`src/rtl/mtrr_pkg.sv`:
```
// Package with the types and constants of the variable-range memory type resolver.
package mtrr_pkg;

  // Memory type codes.
  localparam logic [2:0] MemTypeUc     = 3'd0;
  localparam logic [2:0] MemTypeWb     = 3'd6;
  localparam logic [2:0] MemTypeNone   = 3'd0;

  // Operation codes carried in tuser.
  localparam logic       OpLoad        = 1'b0;
  localparam logic       OpLookup      = 1'b1;

  // Field geometry of the beats.
  localparam int unsigned InFrameW     = 40;
  localparam int unsigned PageW        = 18;
  localparam int unsigned PageShift    = 9;   // 2MB page holds 512 frames of 4KB
  localparam int unsigned InTdataW     = 104;
  localparam int unsigned OutTdataW    = 8;

  // Sequencer states.
  typedef enum logic [1:0] {
    StIdle,
    StLoad,
    StScan,
    StDone
  } state_e;

endpackage

```
`src/rtl/mtrr_memory_type_resolver.sv`:
```
// Variable-range memory type resolver: range table in a synchronous RAM, scanned per lookup.
//
//   Channel  | Dir | Beat contents
//   s_axis   | in  | tuser: operation; tdata: base, mask, type, enabled, page
//   m_axis   | out | tdata: memory_type, range_stored, table_full
//
// A load that is not stored, and a lookup of page 0, go from acceptance straight to the done
// state, which fills the output register; a stored load first passes the load state for the
// add and write. Any other lookup scans the table: one RAM read per stored range and a test of
// the last entry read (neither with an empty table), then the done state, ending early on an
// uncacheable match. One item is worked at a time; the next beat is taken while a result waits.
// A stalled output holds the finished result and the sequencer waits in its done state.
// Reset empties the table at once; no clearing pass is needed.
module mtrr_memory_type_resolver import mtrr_pkg::*; #(
  parameter int unsigned MAX_RANGES = 16,
  parameter int unsigned FRAME_BITS = 40
) (
  input  logic                 clk_i,
  input  logic                 rst_ni,
  input  logic                 s_axis_tvalid,
  output logic                 s_axis_tready,
  // operation
  input  logic                 s_axis_tuser,
  // range_base_frame[39:0], range_mask_frame[79:40], range_type[82:80],
  // range_enabled[83], page_number[101:84], zero fill [103:102]
  input  logic [InTdataW-1:0]  s_axis_tdata,
  output logic                 m_axis_tvalid,
  input  logic                 m_axis_tready,
  // memory_type[2:0], range_stored[3], table_full[4], zero fill [7:5]
  output logic [OutTdataW-1:0] m_axis_tdata
);

  localparam int unsigned CntW  = $clog2(MAX_RANGES + 1);
  localparam int unsigned AddrW = (MAX_RANGES > 1) ? $clog2(MAX_RANGES) : 1;
  localparam int unsigned WideW = (FRAME_BITS > InFrameW) ? FRAME_BITS : InFrameW;
  localparam int unsigned CmpW  = (FRAME_BITS > PageW + PageShift) ?
                                  FRAME_BITS : PageW + PageShift;
  localparam int unsigned EntW  = 2 * FRAME_BITS + 3;

  // Input field unpacking.
  logic [InFrameW-1:0]   in_base;
  logic [InFrameW-1:0]   in_mask;
  logic [2:0]            in_type;
  logic                  in_en;
  logic [PageW-1:0]      in_page;
  logic [WideW-1:0]      base_w;
  logic [WideW-1:0]      mask_w;
  logic [FRAME_BITS-1:0] base_f;
  logic [FRAME_BITS-1:0] mask_f;

  assign in_base = s_axis_tdata[39:0];
  assign in_mask = s_axis_tdata[79:40];
  assign in_type = s_axis_tdata[82:80];
  assign in_en   = s_axis_tdata[83];
  assign in_page = s_axis_tdata[101:84];
  assign base_w  = WideW'(in_base);
  assign mask_w  = WideW'(in_mask);
  assign base_f  = base_w[FRAME_BITS-1:0];
  assign mask_f  = mask_w[FRAME_BITS-1:0];

  // Control and payload registers.
  state_e                state_q, state_d;
  logic [CntW-1:0]       count_q;
  logic [CntW-1:0]       idx_q;
  logic                  pend_q;
  logic                  out_valid_q;
  logic [OutTdataW-1:0]  out_data_q;
  logic [FRAME_BITS-1:0] base_q;
  logic [FRAME_BITS-1:0] span_q;
  logic [2:0]            kind_q;
  logic [PageW-1:0]      page_q;
  logic [2:0]            type_q;
  logic                  stored_q;
  logic                  full_q;

  // Range table.
  logic [EntW-1:0]       mem [MAX_RANGES];
  logic [EntW-1:0]       rd_q;
  logic [EntW-1:0]       wr_data;

  // Sequencer outputs.
  logic                  s_fire;
  logic                  out_free;
  logic                  mem_we;
  logic                  rd_issue;
  logic                  table_is_full;
  logic                  load_wanted;

  // Datapath terms.
  logic [FRAME_BITS:0]   end_sum;
  logic [FRAME_BITS-1:0] last_f;
  logic [FRAME_BITS-1:0] rd_start;
  logic [FRAME_BITS-1:0] rd_last;
  logic [2:0]            rd_kind;
  logic [CmpW-1:0]       page_first;
  logic [CmpW-1:0]       page_end;
  logic                  hit;
  logic                  uc_stop;
  logic                  scan_end;

  assign s_fire        = s_axis_tvalid && s_axis_tready;
  assign out_free      = !out_valid_q || m_axis_tready;
  assign table_is_full = (count_q == CntW'(MAX_RANGES));
  assign load_wanted   = in_en && (in_type != MemTypeWb);

  // End frame of a new range, saturated at the top frame.
  assign end_sum = {1'b0, base_q} + {1'b0, span_q};
  assign last_f  = end_sum[FRAME_BITS] ? '1 : end_sum[FRAME_BITS-1:0];
  assign wr_data = {kind_q, last_f, base_q};

  // Overlap test of the page against the entry read last cycle.
  assign rd_start   = rd_q[FRAME_BITS-1:0];
  assign rd_last    = rd_q[2*FRAME_BITS-1:FRAME_BITS];
  assign rd_kind    = rd_q[EntW-1:2*FRAME_BITS];
  assign page_first = CmpW'({page_q, {PageShift{1'b0}}});
  assign page_end   = CmpW'({page_q, {PageShift{1'b1}}});
  assign hit        = pend_q && (page_first <= CmpW'(rd_last)) &&
                      (page_end >= CmpW'(rd_start));
  assign uc_stop    = hit && (rd_kind == MemTypeUc);
  assign scan_end   = uc_stop || (!pend_q && (idx_q == count_q));

  // Next state.
  always_comb begin
    state_d = state_q;
    unique case (state_q)
      StIdle: begin
        if (s_fire) begin
          if (s_axis_tuser == OpLookup) begin
            state_d = (in_page == '0) ? StDone : StScan;
          end else begin
            state_d = (load_wanted && !table_is_full) ? StLoad : StDone;
          end
        end
      end
      StLoad: state_d = StDone;
      StScan: begin
        if (scan_end) begin
          state_d = StDone;
        end
      end
      StDone: begin
        if (out_free) begin
          state_d = StIdle;
        end
      end
      default: state_d = StIdle;
    endcase
  end

  // Sequencer outputs.
  always_comb begin
    s_axis_tready = (state_q == StIdle);
    mem_we        = (state_q == StLoad);
    rd_issue      = (state_q == StScan) && (idx_q != count_q) && !uc_stop;
  end

  // Control registers.
  always_ff @(posedge clk_i or negedge rst_ni) begin
    if (!rst_ni) begin
      state_q     <= StIdle;
      count_q     <= '0;
      idx_q       <= '0;
      pend_q      <= 1'b0;
      out_valid_q <= 1'b0;
    end else begin
      state_q <= state_d;
      if (mem_we) begin
        count_q <= count_q + 1'b1;
      end
      if (s_fire) begin
        idx_q  <= '0;
        pend_q <= 1'b0;
      end else if (state_q == StScan) begin
        pend_q <= rd_issue;
        if (rd_issue) begin
          idx_q <= idx_q + 1'b1;
        end
      end
      if (state_q == StDone && out_free) begin
        out_valid_q <= 1'b1;
      end else if (m_axis_tready) begin
        out_valid_q <= 1'b0;
      end
    end
  end

  // Item payload and result fields.
  always_ff @(posedge clk_i) begin
    if (s_fire) begin
      base_q   <= base_f;
      span_q   <= ~mask_f & (mask_f - 1'b1);
      kind_q   <= in_type;
      page_q   <= in_page;
      stored_q <= 1'b0;
      full_q   <= (s_axis_tuser == OpLoad) && load_wanted && table_is_full;
      if (s_axis_tuser == OpLookup) begin
        type_q <= (in_page == '0) ? MemTypeUc : MemTypeWb;
      end else begin
        type_q <= MemTypeNone;
      end
    end else if (mem_we) begin
      stored_q <= 1'b1;
    end else if (hit) begin
      type_q <= rd_kind;
    end
    if (state_q == StDone && out_free) begin
      out_data_q <= OutTdataW'({full_q, stored_q, type_q});
    end
  end

  // Range table RAM, one write and one registered read port.
  always_ff @(posedge clk_i) begin
    if (mem_we) begin
      mem[count_q[AddrW-1:0]] <= wr_data;
    end
    if (rd_issue) begin
      rd_q <= mem[idx_q[AddrW-1:0]];
    end
  end

  assign m_axis_tvalid = out_valid_q;
  assign m_axis_tdata  = out_data_q;

endmodule

```
`config.mk`:
```
export PLATFORM = sky130hd
export DESIGN_NAME = mtrr_memory_type_resolver
export DESIGN_NICKNAME = d
export VERILOG_FILES = /design/src/rtl/mtrr_pkg.sv /design/src/rtl/mtrr_memory_type_resolver.sv
export SDC_FILE = /design/constraint.sdc
export NUM_CORES = 2
export LEC_CHECK = 0
export BUFFER_PORTS_ARGS = -buffer_cell sky130_fd_sc_hd__buf_2
export CAP_MARGIN = 20
export CELL_PAD_IN_SITES_DETAIL_PLACEMENT = 0
export CELL_PAD_IN_SITES_GLOBAL_PLACEMENT = 2
export CORE_ASPECT_RATIO = 1.5
export CORE_MARGIN = 3
export CORE_UTILIZATION = 45
export CTS_CLUSTER_SIZE = 30
export DETAILED_ROUTE_END_ITERATION = 16
export PLACE_DENSITY = 0.79
export SYNTH_ARGS = -nofsm -noshare
export SYNTH_HDL_FRONTEND = slang
export SYNTH_SLANG_ARGS = --single-unit
```
`constraint.sdc`:
```
create_clock -name clk_i -period 9.6 [get_ports clk_i]
set_input_delay 0.48 -clock clk_i [delete_from_list [all_inputs] [get_ports clk_i]]
set_output_delay 0.48 -clock clk_i [all_outputs]
set_load 0.05 [all_outputs]
```
-- After elaboration in Yosys (flattened, before gate mapping)
Memory sizes are Yosys's and may differ from the RTL's. A register that Yosys moved wholly into a read port is not among the register bits.
Index checks and enable logic that the tools add are counted.
- memories kept: 1
- register bits after elaboration: 125
- RAM bits: 1328
- multiplexer cells: 22
- magnitude comparators: 2
- bitwise logic cells: 3
- reduce and logical (&&, ||, !) cells: 28
- $add $sub $neg: 4
- equality and inequality tests: 11
- memories (memory ; depth ; bits a word ; read ports ; clocked after Yosys merged registers in ; write ports ; line ; RTL):
    mem ; 16 ; 83 ; 1 ; 1 ; 1 ; mtrr_memory_type_resolver.sv:77 ; logic [EntW-1:0] mem [MAX_RANGES];
- operators by type and width (cell ; count):
    adder 40 x 40 -> 41 bit ; 1
    AND 40 bit ; 1
    >= comparator 27 x 40 -> 1 bit ; 1
    less-or-equal comparator 27 x 40 -> 1 bit ; 1
    two-way mux 40 bit ; 1
    NOT 40 bit ; 1
    subtractor 40 x 1 -> 40 bit, second input constant ; 1
    zero test 18 bit ; 1
    two-way mux 3 bit ; 5
    two-way mux 5 bit ; 3
    logical AND 1 bit ; 12
    adder 5 x 1 -> 5 bit, second input constant ; 2
    two-way mux 2 bit ; 5
    case mux 2 bit (4 select lines) ; 1
    nonzero test 2 bit ; 4
    two-way mux 1 bit ; 7
    != test 2 bit, second input constant ; 3
    equality test 5 bit ; 1
    equality test 5 bit, second input constant ; 1
    != test 5 bit ; 1
    equality test 2 bit, second input constant ; 2
    zero test 1 bit ; 4
    AND reduction 2 bit ; 2
    zero test 3 bit ; 1
    7 further kinds ; 8

-- Logic depth before layout (Yosys ltp)
- depth after elaboration: 9
- mapped depth: 12

-- Least setup slack after synthesis
Ideal clock, no wire load.
- kind: flip-flop to flip-flop
- start: register state_q[1]
- end: memory mem[3][0] in the netlist's numbering (enable)
- arrival: 6.689 ns
- setup time: 0.626 ns
- stages on the path, launching flop included: 6
- slack: 2.285 ns
- buffers on the path: 1
- cells stage by stage: dfrtp_1 > inv_1 > ha_1 > clkbuf_1 > nand2_1 > nor3_1
- cells in the longest elaborated chain, start to end: 3
- RTL lines (element ; line ; RTL):
    start, declared ; mtrr_memory_type_resolver.sv:62 ; state_e state_q, state_d;
    start signal, assigned ; mtrr_memory_type_resolver.sv:160 ; state_q <= StIdle;
    start signal, assigned ; mtrr_memory_type_resolver.sv:166 ; state_q <= state_d;
    equality test 2 x 1 -> 1 bit ; mtrr_memory_type_resolver.sv:153 ; mem_we = (state_q == StLoad);
    two-way mux 1 bit ; mtrr_memory_type_resolver.sv:213 ; if (mem_we) begin
    two-way mux 1 bit (implied by the code) ; mtrr_memory_type_resolver.sv:214 ; mem[count_q[AddrW-1:0]] <= wr_data;
    end, declared ; mtrr_memory_type_resolver.sv:77 ;
No other way between the ends.

-- Final worst setup path
- start: input s_axis_tdata[42]
- end: register span_q[39], data pin
- cells in the longest elaborated chain, start to end: 2
- RTL lines (element ; line ; RTL):
    start, declared ; mtrr_memory_type_resolver.sv:26 ; input logic [InTdataW-1:0] s_axis_tdata,
    subtractor 40 x 1 -> 40 bit ; mtrr_memory_type_resolver.sv:191 ; span_q <= ~mask_f & (mask_f - 1'b1);
    AND 40 bit ; mtrr_memory_type_resolver.sv:191 ;
    end signal, assigned ; mtrr_memory_type_resolver.sv:191 ;
    end, declared ; mtrr_memory_type_resolver.sv:69 ; logic [FRAME_BITS-1:0] span_q;
No other way between the ends.
A chain may end at the register's enable or synchronous reset.

==> run_results.csv <==
group,metric,value,unit
cells_and_area,nFillCells,10100,
floorplan,io_pins,119,
power,pwr_density_cell,272,nW/um^2
placed_design,io_buffers,113,
synthesis,synth_mux_area_share,15.6,%
sta,setup-tns-final,0,ns
cells_and_area,final_cells,4922,
clock_tree,clk_latency,0.79,ns
hold_path,hold_class,"input pin to register",
grt,grtUsageTotal,21.2,%
route,drcViolationCount,0,
placed_design,dp_hpwl,80.1,mm
clock_tree,cts_tree,"built",
cells_and_area,drive_above_1_share,26.0,%
clock_tree,cts-resized-gates,0,
sta,finalHoldViolCount,0,
sta,worst_pin_slew,1.14,ns
synthesis,synth-async-reset-ratio,0.911,%
synthesis,synthSimpleGateAreaFrac,2.51,%
floorplan,start_util,45.6,%
route,vias,29200,
worst_setup_path,crit_fanout,7,
cells_and_area,register_area,46100,um^2
clock_tree,clockBufferDepth,3,
placed_design,place_inst,4559,
worst_setup_path,critPathArrivalTime,5.36,ns
cells_and_area,area_growth,13.9,%
worst_setup_path,timing.rr.start,"rd_q[79]",
synthesis,yosys.area_share.adder,1.80,%
synthesis,syn_area_per_cell,21.8,um^2
sta,rsz0062_at_grt,"no",
floorplan,dieArea,139000,um^2
worst_setup_path,required,10.24,ns
grt,grt_pass1_vias,30600,
floorplan,core,132000,um^2
sta,setup_violations,0,
synthesis,synth_xor_area_share,0.479,%
run_status,status,"completed",
sta,fin_crit,4.72,ns
route,drtIter0Drc,2968,
clock_tree,cts_buffers,144,
route,wl_per_cell,29.5,um
sta,maxSlewHeadroom,24.2,%
cells_and_area,multiInputGateArea,13700,um^2
synthesis,yosysSeqAreaShare,76.3,%
sta,fmax,0.212,GHz
clock_tree,tritoncts_num_sinks,1536,
floorplan,die_w,305,um
synthesis,synth-warning-count,0,
grt,grt_overflow,0,
synthesis,ys.flop_type,"edfxtp_1",
sta,final_max_slew_viol_count,0,
route,vias_per_cell,5.93,
sta,hold-worst-slack,0.0737,ns
route,ant_nets,0,
worst_setup_path,crit_path_end_kind,"register",
floorplan,die_h,454,um
power,ir_worst_vdd,214,uV
synthesis,syn_inst,2766,
clock_tree,h-tree-depth,4,
sta,fin_crit_sh,49.1,%
power,p_leak,22.1,nW
job,cap_viol_max_count,0,
worst_setup_path,cp-start-kind,"input pin",
synthesis,synth-edff-count,1521,
grt,grt_max_degree,71,
synthesis,syn_area,60300,um^2
worst_setup_path,crit_path_start,"s_axis_tdata[42]",
synthesis,yosysUniqueCellTypes,67,
floorplan,fp-row-count,163,
worst_setup_path,worstSetupPathType,"input pin to register",
route,drt_wl_total,145,mm
clock_tree,clk_pin_slew,0.07,ns
placed_design,finalWeightedCongestion,0.830,
hold_path,hp-start,"s_axis_tdata[59]",
synthesis,synth_seq_cells,1536,
grt,antenna_found_initial,3,
route,drt_pre_antenna_iters,5,
sta,finalClockSkew,0.0450,ns
grt,grt_pass1_wl,210,mm
clock_tree,cts_root_buffer,"clkbuf_16",
cells_and_area,fin_nets,3268,
synthesis,synth-compound-area-share,2.11,%
synthesis,synth_top_family_by_area,"multiplexers",
[final cells by class]
class                   instances  area share (%)
repair buffers                276            2.96
clock inverters                87            1.12
diodes                          1         0.00364
clock buffers                 175            5.44
well taps                    1732            3.15
multi-input cells            1038            19.9
flip-flops and latches       1536            67.0
inverters                      77           0.428
[stage by stage]
step | utilization [%] | setup slack [ns] | instance area [um^2] | total power, mW
final | 51.9 | 4.88 | 68700 | 18.7
after global routing | 51.9 | 4.73 | 68700 | 19.5
after CTS | 51.9 | 4.82 | 68700 | 18.9
after detailed placement | 47.8 | 4.94 | 63200 | 13.4
after global placement | 47.8 | 4.92 | 63200 | 13.3
after floorplan | - | 2.29 | 60400 | 12.0
[cells in the mapped netlist (3+ instances only)]
master	count	area share (%)
nand2b_1	12	0.12
and2_1	8	0.083
a2111oi_0	4	0.058
nand2_1	78	0.49
o21bai_1	6	0.075
or4_1	9	0.11
dfrtp_1	14	0.58
o31ai_1	6	0.075
nor2b_1	8	0.083
nor4_1	12	0.12
buf_4	3	0.037
a21o_1	26	0.32
mux4_2	415	15
or4_4	4	0.075
inv_1	76	0.47
o211ai_1	8	0.10
and3_1	8	0.083
nor3_1	28	0.23
nand4_1	16	0.17
mux2_2	3	0.056
edfxtp_1	1521	76
clkbuf_1	78	0.49
nor2_1	72	0.45
xnor2_1	17	0.25
nand3_1	22	0.18
o2111ai_1	4	0.058
o21ai_0	41	0.34
buf_1	35	0.22
ha_1	85	1.8
o21a_1	7	0.087
or3_1	6	0.062
a31oi_1	6	0.062
xor2_1	16	0.23
a21oi_1	65	0.54
a31o_2	3	0.044
[cells by family (layout without fill, tap and decap cells)]
kind of cell	count (synthesis)	count (layout)
mux	419	419
buf+inv	194	615
xor+xnor	33	33
other cells	1	4
flops	1536	1536
compound gates	200	200
fa+ha+maj	86	86
simple gates	297	297
[where the power goes]
part	switching [mW]	leakage (nW)	total, mW	internal, mW
combinational	2.37	5.94	4.21	1.84
clock	2.47	2.19	5.47	3.00
sequential	0.433	13.9	9.02	8.59
[worst max-delay path: stages]
cell	delay, ns
dlygate4sd3_1	0.53
buf_2	0.13
or4_4	0.57
nor4_4	0.66
nand4b_4	0.33
or3_4	0.50
or4_4	0.49
or4_4	0.53
or4_4	0.45
nor3_2	0.10
dlygate4sd3_1	0.55
[state kept, by name (all words and copies together), names as in the netlist, 2 cells and up]
signal and cells:
base_q 40, count_q 5, idx_q 5, kind_q 3, m_axis_tdata 5, mem 1328, page_q 18, rd_q 83
span_q 40, state_q 2, type_q 3
[metal layers]
layer	GRT usage [%]	wire (um)	up-vias
met5	0	13	-
met4	8.14	5500	2
met3	3.68	10000	262
met2	36.2	73500	1147
met1	27.5	56100	15600
li1	-	-	12200
[path summary, 6_finish.rpt]
path                              endpoint  slack [ns]  cells past startpoint
min in group asynchronous         idx_q[3]        0.15                      2
max in group asynchronous         idx_q[0]        9.14                      2
hold reg to reg            m_axis_tdata[4]        0.42                      0
hold / removal                  span_q[19]        0.07                      2
setup / recovery                span_q[39]        4.88                     11
setup reg to reg                  rd_q[64]        5.04                      7
[cell usage in the layout, fill, tap and decap left out, types with 30 or more instances in the layout]
| cell type | count |
|---|---|
| buf_4 | 64 |
| a21oi_1 | 65 |
| ha_1 | 85 |
| inv_1 | 76 |
| mux4_2 | 415 |
| buf_2 | 114 |
| edfxtp_1 | 1521 |
| clkbuf_16 | 145 |
| o21ai_0 | 40 |
| nand2_1 | 78 |
| dlygate4sd3_1 | 98 |
| clkbuf_1 | 30 |
| nor2_1 | 59 |
| clkinv_1 | 36 |
[repair_timing]
action,4_1_cts,5_1_grt
endpoints found under the hold margin,102,0
setup buffers,0,0
hold buffers,98,0
No activity file was read; power rests on OpenSTA's default activity.
